### src/hdl/vector_normalize_with_magnitude_core_macros.svh
// Assertion helpers shared by the RTL.
`ifndef VECTOR_NORMALIZE_WITH_MAGNITUDE_CORE_MACROS_SVH
`define VECTOR_NORMALIZE_WITH_MAGNITUDE_CORE_MACROS_SVH

// The consequent must hold in the same cycle as the antecedent.
`define VNM_ASSERT_SAME(label, clk, rst, ante, cons) \
   label: assert property (@(posedge clk) disable iff (rst) (ante) |-> (cons)) \
      else $error("vnm assertion failed");

// The consequent must hold in the cycle after the antecedent.
`define VNM_ASSERT_NEXT(label, clk, rst, ante, cons) \
   label: assert property (@(posedge clk) disable iff (rst) (ante) |=> (cons)) \
      else $error("vnm assertion failed");

`endif

### src/hdl/vnm_pkg.sv
`timescale 1ns / 1ps
package vnm_pkg;
   localparam int FRAC_BITS  = 16;
   localparam int COMP_WIDTH = 24;
   localparam int SUM_W      = 2 * COMP_WIDTH + 2;
   localparam int ROOT_STEPS = SUM_W / 2;
   localparam int QUOT_W     = FRAC_BITS + 1;
   localparam int REM_W      = COMP_WIDTH + FRAC_BITS + 1;
   localparam int MAG_W      = COMP_WIDTH + 1;
   localparam int FRONT_LAT  = 3;
   localparam int LATENCY    = FRONT_LAT + ROOT_STEPS + QUOT_W + 1;

   localparam logic [COMP_WIDTH-1:0] ONE_SIGNED = (FRAC_BITS <= COMP_WIDTH - 2) ?
      (COMP_WIDTH'(1) << FRAC_BITS) : {1'b0, {(COMP_WIDTH-1){1'b1}}};
   localparam logic [COMP_WIDTH-1:0] ONE_LEN = (FRAC_BITS <= COMP_WIDTH - 1) ?
      (COMP_WIDTH'(1) << FRAC_BITS) : {COMP_WIDTH{1'b1}};

   typedef struct packed {
      logic                  planar;
      logic                  zero;
      logic                  neg_x;
      logic                  neg_y;
      logic                  neg_z;
      logic [COMP_WIDTH-1:0] abs_x;
      logic [COMP_WIDTH-1:0] abs_y;
      logic [COMP_WIDTH-1:0] abs_z;
      logic [COMP_WIDTH-1:0] raw_y;
      logic [COMP_WIDTH-1:0] raw_z;
   } item_type;

   function automatic logic [COMP_WIDTH-1:0] pack_signed(input logic neg,
                                                         input logic [QUOT_W-1:0] q);
      logic [REM_W-1:0] mag;
      logic [REM_W-1:0] lim;
      mag = REM_W'(q);
      lim = REM_W'(1) << (COMP_WIDTH - 1);
      if (neg) begin
         if (mag > lim) mag = lim;
         pack_signed = COMP_WIDTH'(~mag + REM_W'(1));
      end else begin
         if (mag > lim - REM_W'(1)) mag = lim - REM_W'(1);
         pack_signed = mag[COMP_WIDTH-1:0];
      end
   endfunction
endpackage

### src/hdl/vnm_isqrt.sv
`timescale 1ns / 1ps
module vnm_isqrt import vnm_pkg::*; (
   input  logic             clock,
   input  logic             reset,
   input  logic             in_valid,
   input  item_type         in_item,
   input  logic [SUM_W-1:0] in_sum,
   output logic             out_valid,
   output item_type         out_item,
   output logic [SUM_W-1:0] out_root
);
   logic             valid_ff [ROOT_STEPS+1];
   item_type         item_ff  [ROOT_STEPS+1];
   logic [SUM_W-1:0] rest_ff  [ROOT_STEPS+1];
   logic [SUM_W-1:0] root_ff  [ROOT_STEPS+1];

   assign valid_ff[0] = in_valid;
   assign item_ff[0]  = in_item;
   assign rest_ff[0]  = in_sum;
   assign root_ff[0]  = '0;

   for (genvar k = 0; k < ROOT_STEPS; k++) begin : g_step
      localparam logic [SUM_W-1:0] BIT = SUM_W'(1) << (SUM_W - 2 - 2 * k);
      logic [SUM_W-1:0] trial, rest_in, root_in;

      always_comb begin
         trial = root_ff[k] + BIT;
         if (rest_ff[k] >= trial) begin
            rest_in = rest_ff[k] - trial;
            root_in = (root_ff[k] >> 1) + BIT;
         end else begin
            rest_in = rest_ff[k];
            root_in = root_ff[k] >> 1;
         end
      end

      always_ff @(posedge clock) begin
         if (reset) valid_ff[k+1] <= 1'b0;
         else valid_ff[k+1] <= valid_ff[k];
         item_ff[k+1] <= item_ff[k];
         rest_ff[k+1] <= rest_in;
         root_ff[k+1] <= root_in;
      end
   end

   assign out_valid = valid_ff[ROOT_STEPS];
   assign out_item  = item_ff[ROOT_STEPS];
   assign out_root  = root_ff[ROOT_STEPS];
endmodule

### config.mk
export PLATFORM = sky130hd
export DESIGN_NAME = vnm_isqrt
export DESIGN_NICKNAME = d
export VERILOG_FILES = /design/src/hdl/vector_normalize_with_magnitude_core_macros.svh /design/src/hdl/vnm_pkg.sv /design/src/hdl/vnm_isqrt.sv
export SDC_FILE = /design/constraint.sdc
export NUM_CORES = 2
export LEC_CHECK = 0
export BUFFER_PORTS_ARGS = -buffer_cell sky130_fd_sc_hd__buf_2
export CAP_MARGIN = 20
export CORE_UTILIZATION = 64
export DETAILED_ROUTE_END_ITERATION = 10
export PLACE_DENSITY = 0.82
export SKIP_CTS_REPAIR_TIMING = 1
export SYNTH_ARGS = -nofsm -noshare
export SYNTH_HDL_FRONTEND = slang
export SYNTH_SLANG_ARGS = --single-unit
### constraint.sdc
create_clock -name clock -period 6.7 [get_ports clock]
set_input_delay 0.335 -clock clock [delete_from_list [all_inputs] [get_ports clock]]
set_output_delay 0.335 -clock clock [all_outputs]
set_load 0.03 [all_outputs]
==> reports/results.ini <==
[logic_synthesis]
yosysTopAreaCell=dfxtp_1
synth_edf_count=0
synth_top_area_share=0.771
ys_seq_area_frac=0.771
netlist_instances=8991
synth.area.top_cells=dfxtp_1, ha_1, xnor2_1, xor2_1, a21oi_1
synth-main-ff-cell=dfxtp_1
async_flop_share=0
synth_cell_types=89
ys_warn_count=0
avgSynthCellArea_um2=13.5
ys_ff_latch=4675
synth_area_mm2=0.121

[floorplanning]
die_y_um=438
io_pins=354
rows=159
die_w_um=438
coreArea_mm2=0.188
dieArea_mm2=0.192
start_util=0.645

[cells_and_area]
instances_no_fill=12600
syn2layout_area_growth_pct=16.6
final_common_cell=dfxtp_1
layout-drive-gt1-share=0.110
fin_nets=10300
design_area_mm2=0.142
fill_cells=10800
regArea_mm2=0.0936
final_cell_mix=dfxtp_1, inv_1, clkbuf_16
multi_input_area_mm2=0.0249

[worst_setup_path]
cp-end-kind=flip-flop
cp_max_fo=8
crit_arrival_ns=5.19
critical_path_class=flip-flop to flip-flop
regToRegEndpoint=rest_ff[96]$_DFF_P_
required_ns=7.47
worstReg2RegStart=root_ff[105]$_DFF_P_
rr_worst_depth=11
critPathLaunchType=flip-flop
rrSetupSlack_ns=2.28

[timing]
setup_viol=0
fmax_mhz=226
fin_tns_setup_ns=0
worstMarginPinSlew_ns=0.998
rsz0062_at_grt=no
maxSlewHeadroom=0.326
min_period_ns=4.42
fin_crit_sh=0.660
clock_skew_ns=0.0662
report.final.slew_viol_count=0
hold_viol_final=0

[grt]
use_met3=0.0387
first_global_vias=67600
grt_usage=0.251
grt_first_pass_wirelength_um=374000
grt_max_degree=50
grt-ovfl-total=0
grt.met2_usage=0.489
use_met1=0.258
top_usage_layer=met2
antenna_found_initial=4

[drt]
dr.pass1.iters=11
wl_um=259000
via_per_inst=5.16
drc=35
vias=65100
drt-initial-drc-count=4666
ant_nets=0
wl_per_cell_um=20.6

[clock_tree]
cts_sinks=4675
cts-buffers-inserted=410
cts.htree.levels=5
cts_buffer_depth=4
cts_root_buffer=clkbuf_16
clk_latency_ns=0.94
cts_tree=yes
clk_pin_slew_worst_paths_ns=0.06

[min_path]
hold_start=in_item[93]
holdCritPathClass=input pin to flip-flop
whs_path_depth=2
hold_end=item_ff[3093]$_DFF_P_

[power_and_ir_drop]
powerDensity_mw_per_mm2=459
ir_drop_v=0.000450
p_leak_nw=62.5

[status]
outcome=complete, but fails checks
violations=design-rule violations

[place]
place_inst=11600
routabilityCongestion=0.935
postPlaceCellArea_mm2=0.125
dp_hpwl_um=148000
io_buffers=328

[flow_run]
drv_cap=0

-- critical path, cell delays in order, from the launching register on --
cell,delay [ns]
dfxtp_1,0.38
inv_1,0.08
ha_1,0.45
o211ai_1,0.32
a21oi_1,0.09
a211oi_1,0.83
o211a_1,0.37
nor4_1,0.11
a211oi_1,0.55
nor4b_2,0.69
nand4b_1,0.21
xnor2_1,0.17
-- cell usage after synthesis, types with 90 or more instances --
cell / instances
xor2_1: 243
nor3_1: 146
buf_4: 150
inv_1: 418
nand3_1: 111
xnor2_1: 283
nand2_1: 353
dfxtp_1: 4675
a21o_1: 129
nor2_1: 390
a21oi_1: 335
nor4_1: 196
o21ai_0: 242
ha_1: 346
clkbuf_1: 90
-- cell families after synthesis --
logic type | Yosys count | share of synthesized area
fa+ha+maj | 346 | 0.0356
simple gates | 1687 | 0.0718
flops | 4675 | 0.771
buf+inv | 676 | 0.0256
compound gates | 1009 | 0.0519
other cells | 1 | 0.0000309
xor+xnor | 526 | 0.0379
mux | 71 | 0.00646
-- state kept, by name (all words and copies together) (netlist names) --
signal	count
root_ff	300
item_ff	3000
out_root	25
out_valid	1
out_item	125
valid_ff	24
rest_ff	1200
-- report_power, final --
group,internal (mW),switching [mW]
combinational,3.35,4.24
clock,14.2,10.3
sequential,30.9,2.16
total,48.4,16.7
-- how the worst max path moves through the flow --
stage,startpoint,end,slack [ns],cells after the start
floorplan,root_ff[328]$_DFF_P_,rest_ff[294]$_DFF_P_,3.54,12
global placement,root_ff[261]$_DFF_P_,rest_ff[243]$_DFF_P_,2.72,11
detailed placement,root_ff[261]$_DFF_P_,rest_ff[243]$_DFF_P_,2.60,11
CTS,root_ff[105]$_DFF_P_,rest_ff[96]$_DFF_P_,2.51,11
global route,root_ff[105]$_DFF_P_,rest_ff[96]$_DFF_P_,2.19,11
finish,root_ff[105]$_DFF_P_,rest_ff[96]$_DFF_P_,2.28,11
-- metal layers --
layer	vias up	wire, um
met5	-	0
met4	0	12600
met3	764	10600
met2	2149	142000
met1	30800	93900
li1	31300	-
-- area by class of cell --
cell class	count	share of cell area
well taps	2495	0.0220
diodes	4	0.0000707
flip-flops and latches	4675	0.661
multi-input cells	3664	0.176
clock buffers	576	0.0838
repair buffers	617	0.0316
clock inverters	150	0.0149
inverters	419	0.0111
-- metrics by stage --
stage          worst slack, ns  hold slack, ns   util  total power [mW]
5_1_grt                   2.19        -0.00186  0.752              67.6
2_1_floorplan             3.54           0.310      -              38.4
6_report                  2.28          0.0232  0.752              65.0
3_5_place_dp              2.60           0.312  0.664              40.7
3_3_place_gp              2.72           0.309  0.664              40.4
4_1_cts                   2.51          -0.611  0.738              65.0
Power figures use the tool's default switching activity.
