File: src/hdl/vector_normalize_with_magnitude_core_macros.svh
// Assertion helpers shared by the RTL.
`ifndef VECTOR_NORMALIZE_WITH_MAGNITUDE_CORE_MACROS_SVH
`define VECTOR_NORMALIZE_WITH_MAGNITUDE_CORE_MACROS_SVH

// The consequent must hold in the same cycle as the antecedent.
`define VNM_ASSERT_SAME(label, clk, rst, ante, cons) \
   label: assert property (@(posedge clk) disable iff (rst) (ante) |-> (cons)) \
      else $error("vnm assertion failed");

// The consequent must hold in the cycle after the antecedent.
`define VNM_ASSERT_NEXT(label, clk, rst, ante, cons) \
   label: assert property (@(posedge clk) disable iff (rst) (ante) |=> (cons)) \
      else $error("vnm assertion failed");

`endif

File: src/hdl/vnm_pkg.sv
`timescale 1ns / 1ps
package vnm_pkg;
   localparam int FRAC_BITS  = 16;
   localparam int COMP_WIDTH = 24;
   localparam int SUM_W      = 2 * COMP_WIDTH + 2;
   localparam int ROOT_STEPS = SUM_W / 2;
   localparam int QUOT_W     = FRAC_BITS + 1;
   localparam int REM_W      = COMP_WIDTH + FRAC_BITS + 1;
   localparam int MAG_W      = COMP_WIDTH + 1;
   localparam int FRONT_LAT  = 3;
   localparam int LATENCY    = FRONT_LAT + ROOT_STEPS + QUOT_W + 1;

   localparam logic [COMP_WIDTH-1:0] ONE_SIGNED = (FRAC_BITS <= COMP_WIDTH - 2) ?
      (COMP_WIDTH'(1) << FRAC_BITS) : {1'b0, {(COMP_WIDTH-1){1'b1}}};
   localparam logic [COMP_WIDTH-1:0] ONE_LEN = (FRAC_BITS <= COMP_WIDTH - 1) ?
      (COMP_WIDTH'(1) << FRAC_BITS) : {COMP_WIDTH{1'b1}};

   typedef struct packed {
      logic                  planar;
      logic                  zero;
      logic                  neg_x;
      logic                  neg_y;
      logic                  neg_z;
      logic [COMP_WIDTH-1:0] abs_x;
      logic [COMP_WIDTH-1:0] abs_y;
      logic [COMP_WIDTH-1:0] abs_z;
      logic [COMP_WIDTH-1:0] raw_y;
      logic [COMP_WIDTH-1:0] raw_z;
   } item_type;

   function automatic logic [COMP_WIDTH-1:0] pack_signed(input logic neg,
                                                         input logic [QUOT_W-1:0] q);
      logic [REM_W-1:0] mag;
      logic [REM_W-1:0] lim;
      mag = REM_W'(q);
      lim = REM_W'(1) << (COMP_WIDTH - 1);
      if (neg) begin
         if (mag > lim) mag = lim;
         pack_signed = COMP_WIDTH'(~mag + REM_W'(1));
      end else begin
         if (mag > lim - REM_W'(1)) mag = lim - REM_W'(1);
         pack_signed = mag[COMP_WIDTH-1:0];
      end
   endfunction
endpackage

File: src/hdl/vnm_front.sv
`timescale 1ns / 1ps
module vnm_front import vnm_pkg::*; (
   input  logic                  clock,
   input  logic                  reset,
   input  logic                  in_valid,
   input  logic                  in_planar,
   input  logic [COMP_WIDTH-1:0] in_x,
   input  logic [COMP_WIDTH-1:0] in_y,
   input  logic [COMP_WIDTH-1:0] in_z,
   output logic                  out_valid,
   output item_type              out_item,
   output logic [SUM_W-1:0]      out_sum
);
   logic                      v1_ff, v2_ff, v3_ff;
   item_type                  item1_ff, item1_in, item2_ff, item3_ff, item3_in;
   logic [2*COMP_WIDTH-1:0]   sqx_ff, sqy_ff, sqz_ff;
   logic [SUM_W-1:0]          sum_ff, sum_in;

   always_comb begin
      item1_in        = '0;
      item1_in.planar = in_planar;
      item1_in.neg_x  = in_x[COMP_WIDTH-1];
      item1_in.neg_y  = in_y[COMP_WIDTH-1];
      item1_in.neg_z  = in_z[COMP_WIDTH-1];
      item1_in.abs_x  = in_x[COMP_WIDTH-1] ? (~in_x + COMP_WIDTH'(1)) : in_x;
      item1_in.abs_y  = in_y[COMP_WIDTH-1] ? (~in_y + COMP_WIDTH'(1)) : in_y;
      item1_in.abs_z  = in_z[COMP_WIDTH-1] ? (~in_z + COMP_WIDTH'(1)) : in_z;
      item1_in.raw_y  = in_y;
      item1_in.raw_z  = in_z;
   end

   always_comb begin
      sum_in = SUM_W'(sqx_ff) + SUM_W'(sqy_ff);
      if (!item2_ff.planar) sum_in = sum_in + SUM_W'(sqz_ff);
      item3_in      = item2_ff;
      item3_in.zero = (sum_in == '0);
   end

   always_ff @(posedge clock) begin
      if (reset) begin
         v1_ff <= 1'b0;
         v2_ff <= 1'b0;
         v3_ff <= 1'b0;
      end else begin
         v1_ff <= in_valid;
         v2_ff <= v1_ff;
         v3_ff <= v2_ff;
      end
      item1_ff <= item1_in;
      item2_ff <= item1_ff;
      sqx_ff   <= item1_ff.abs_x * item1_ff.abs_x;
      sqy_ff   <= item1_ff.abs_y * item1_ff.abs_y;
      sqz_ff   <= item1_ff.abs_z * item1_ff.abs_z;
      item3_ff <= item3_in;
      sum_ff   <= sum_in;
   end

   assign out_valid = v3_ff;
   assign out_item  = item3_ff;
   assign out_sum   = sum_ff;
endmodule

File: config.mk
export PLATFORM = sky130hd
export DESIGN_NAME = vnm_front
export DESIGN_NICKNAME = d
export VERILOG_FILES = /design/src/hdl/vector_normalize_with_magnitude_core_macros.svh /design/src/hdl/vnm_pkg.sv /design/src/hdl/vnm_front.sv
export SDC_FILE = /design/constraint.sdc
export NUM_CORES = 2
export LEC_CHECK = 0
export ABC_AREA = 1
export CAP_MARGIN = 20
export CORE_ASPECT_RATIO = 0.9
export CORE_UTILIZATION = 45
export CTS_BUF_LIST = sky130_fd_sc_hd__clkbuf_8
export CTS_CLUSTER_SIZE = 30
export DETAILED_ROUTE_END_ITERATION = 10
export DONT_BUFFER_PORTS = 1
export PLACE_DENSITY = 0.65
export SETUP_SLACK_MARGIN = 0.4
export SLEW_MARGIN = 20
export SYNTH_ARGS = -nofsm -noshare
export SYNTH_HDL_FRONTEND = slang
export SYNTH_SLANG_ARGS = --single-unit
export TNS_END_PERCENT = 100
File: constraint.sdc
create_clock -name clock -period 6.5 [get_ports clock]
set_input_delay 0 -clock clock [delete_from_list [all_inputs] [get_ports clock]]
set_output_delay 0 -clock clock [all_outputs]
set_load 0.03 [all_outputs]
==> impl_metrics.toml <==
[logic_synthesis]
synth_area_leader_cell = "fa_1"
ys.flop_type = "dfxtp_1"
yosys_warnings = 0
synth_top_area_share = 0.357
netlist_instances = 8758
syn_nets = 10700
ys_ff_latch = 552
yosysUniqueCellTypes = 53
syn_area_per_cell_um2 = 8.12
synthTopCellsByArea = "fa_1 36%, dfxtp_1 16%, inv_1 14%"
synthArstFlopShare = 0
yosysSeqAreaShare = 0.155
synth_area_um2 = 71100
synth_edf_count = 0

[floorplan]
die_h_um = 379
start_util = 0.453
design.core.area_um2 = 157000
dieArea_um2 = 160000
num_rows = 138
dieWidth_um = 421
ios = 252

[place]
hpwlAfterDp_um = 164000
place_congestion = 0.981
portBuffers = 0
placed_cells = 11100

[routing]
vias = 56600
via_per_inst = 4.89
dr.pass1.iters = 6
first_iter_violations = 4402
wl_per_cell_um = 17.6
routed_wl_um = 203000
antenna_left = 0
drc = 0

[timing]
tightest_slew_ps = 804
post-route-period-util = 0.957
rsz0062_at_grt = "yes"
finalHoldViolations = 0
slew_headroom = 0.460
whs_ps = 108
fmax_mhz = 161
drv_slew = 0
fin_worst_skew_ps = 79.5
finalSetupViolCount = 0
timing.final.crit_period_ps = 6220

[final_layout]
final_cell_mix = "2,596 x inv_1, 1,716 x nand2_1, 1,211 x fa_1"
nets = 11400
final-seq-area_um2 = 11300
layout_commonest_cell = "inv_1"
area_delta_synth_final_pct = 20.3
final_util = 0.545
drive_gt1_frac = 0.151
stdcell_count = 11600
multi_input_area_um2 = 52200
n_fill_cell = 14100

[critical_path]
crit_buf_inv = 10
critical-path-max-stage-delay_ps = 580
cp_max_fo = 9
crit_path_top_delay_cell = "fa_2"
critPathRequiredTime_ps = 7230
endpoint_kind = "flop"
crit_path_start_kind = "flop"
path_class = "reg -> reg"
cp_common_cell = "inv_1"
arrival_ps = 6940
crit_family = "adder cells"

[global_routing]
antenna_found_initial = 4
track_usage = 0.257
grt.overflow.total = 0
grt_use_met1 = 0.352
grt_util_met2 = 0.419
grt_pass1_vias = 59700
grt_max_degree = 52
grt_pass1_wl_um = 322000
top_usage_layer = "met2"
met3_usage = 0.0373

[cts]
htree_levels = 3
cts_made_buffers = 93
clock_latency_ps = 860
path_clk_slew_ps = 60
cts_tree = "done"
root_buffer = "clkbuf_8"
cts_max_path_buffers = 3
cts.sinks = 552

[run_status]
status = "finished, final reports clean"

[hold_path]
hold_path.class = "in -> reg"

[flow_run]
maxCapViolations = 0
-- state kept, by name (all words and copies together) (netlist names) --
register,cells
out_item,121
sqy_ff,47
out_valid,1
item2_ff,117
v2_ff,1
item1_ff,120
sqx_ff,47
out_sum,50
sqz_ff,47
v1_ff,1
-- synthesized netlist by cell type (5+ instances only) --
cell,count
o221ai_1,5
nand3_2,12
o21ai_0,103
inv_2,6
nand3b_1,30
o21ai_2,6
fa_1,1267
ha_1,625
nor3_2,5
buf_4,6
nor2_2,20
and3_1,6
o21ai_1,16
o31ai_1,9
nand2_2,22
clkbuf_1,155
o21a_1,13
nor4_1,10
a21oi_1,260
inv_1,2659
o21bai_1,27
nand3_1,206
xnor2_1,91
a21o_1,15
nor2_1,416
or2_2,8
dfxtp_1,552
xor2_1,146
and2_1,36
nand2_1,1851
nand4_1,42
nor3_1,37
a21oi_2,6
a31oi_1,45
o211ai_1,11
-- logic make-up after synthesis --
group                      synth area share
buffers and inverters                 0.150
and+or+nand+nor                       0.156
xor gates and xnor gates             0.0292
AOI/OAI and AO/OA                    0.0429
adders and majority gates             0.467
DFF                                   0.155
-- final timing paths --
kind                            slack [ps]    startpoint  cells after the start            end
worst max-delay path                   280  item1_ff[62]                     26     sqz_ff[44]
worst min register to register         300  item1_ff[27]                      0   item2_ff[27]
worst max register to register         280  item1_ff[62]                     26     sqz_ff[44]
worst min-delay path                   110      in_x[23]                      1  item1_ff[122]
-- per-stage QoR --
step | setup slack (ps) | area [um2] | setup TNS (ps)
finish | 281 | 85600 | 0
global route | 40.6 | 85600 | 0
CTS | 347 | 83400 | 0
detailed placement | -164 | 76300 | -1690
global placement | -99.4 | 76300 | -664
floorplan | 403 | 71200 | 0
-- metal layers --
layer / up-vias / routed length, um / share of wire
li1: 26600 / - / -
met1: 27800 / 88500 / 0.44
met2: 1811 / 93400 / 0.46
met3: 339 / 14100 / 0.070
met4: 2 / 7290 / 0.036
met5: - / 13 / 0.000064
-- layout make-up --
class / count / area share
multi-input cells: 5372 / 0.610
flip-flops and latches: 552 / 0.132
inverters: 2665 / 0.117
repair buffers: 717 / 0.0859
well taps: 2100 / 0.0307
clock buffers: 113 / 0.0182
clock inverters: 53 / 0.00673
diodes: 4 / 0.000117
-- repair_timing --
action / CTS / global route
pin swaps: 167 / 182
cloned: 18 / 4
endpoints found under the hold margin: 123 / 0
buffers inserted: 98 / 63
hold buffers: 151 / 0
endpoints found under the setup margin: 83 / 85
resized for setup: 533 / 392
Power is left out: the tool's default activity adds up to more than one toggle a clock period on the data nets, which glitch-free logic cannot reach.
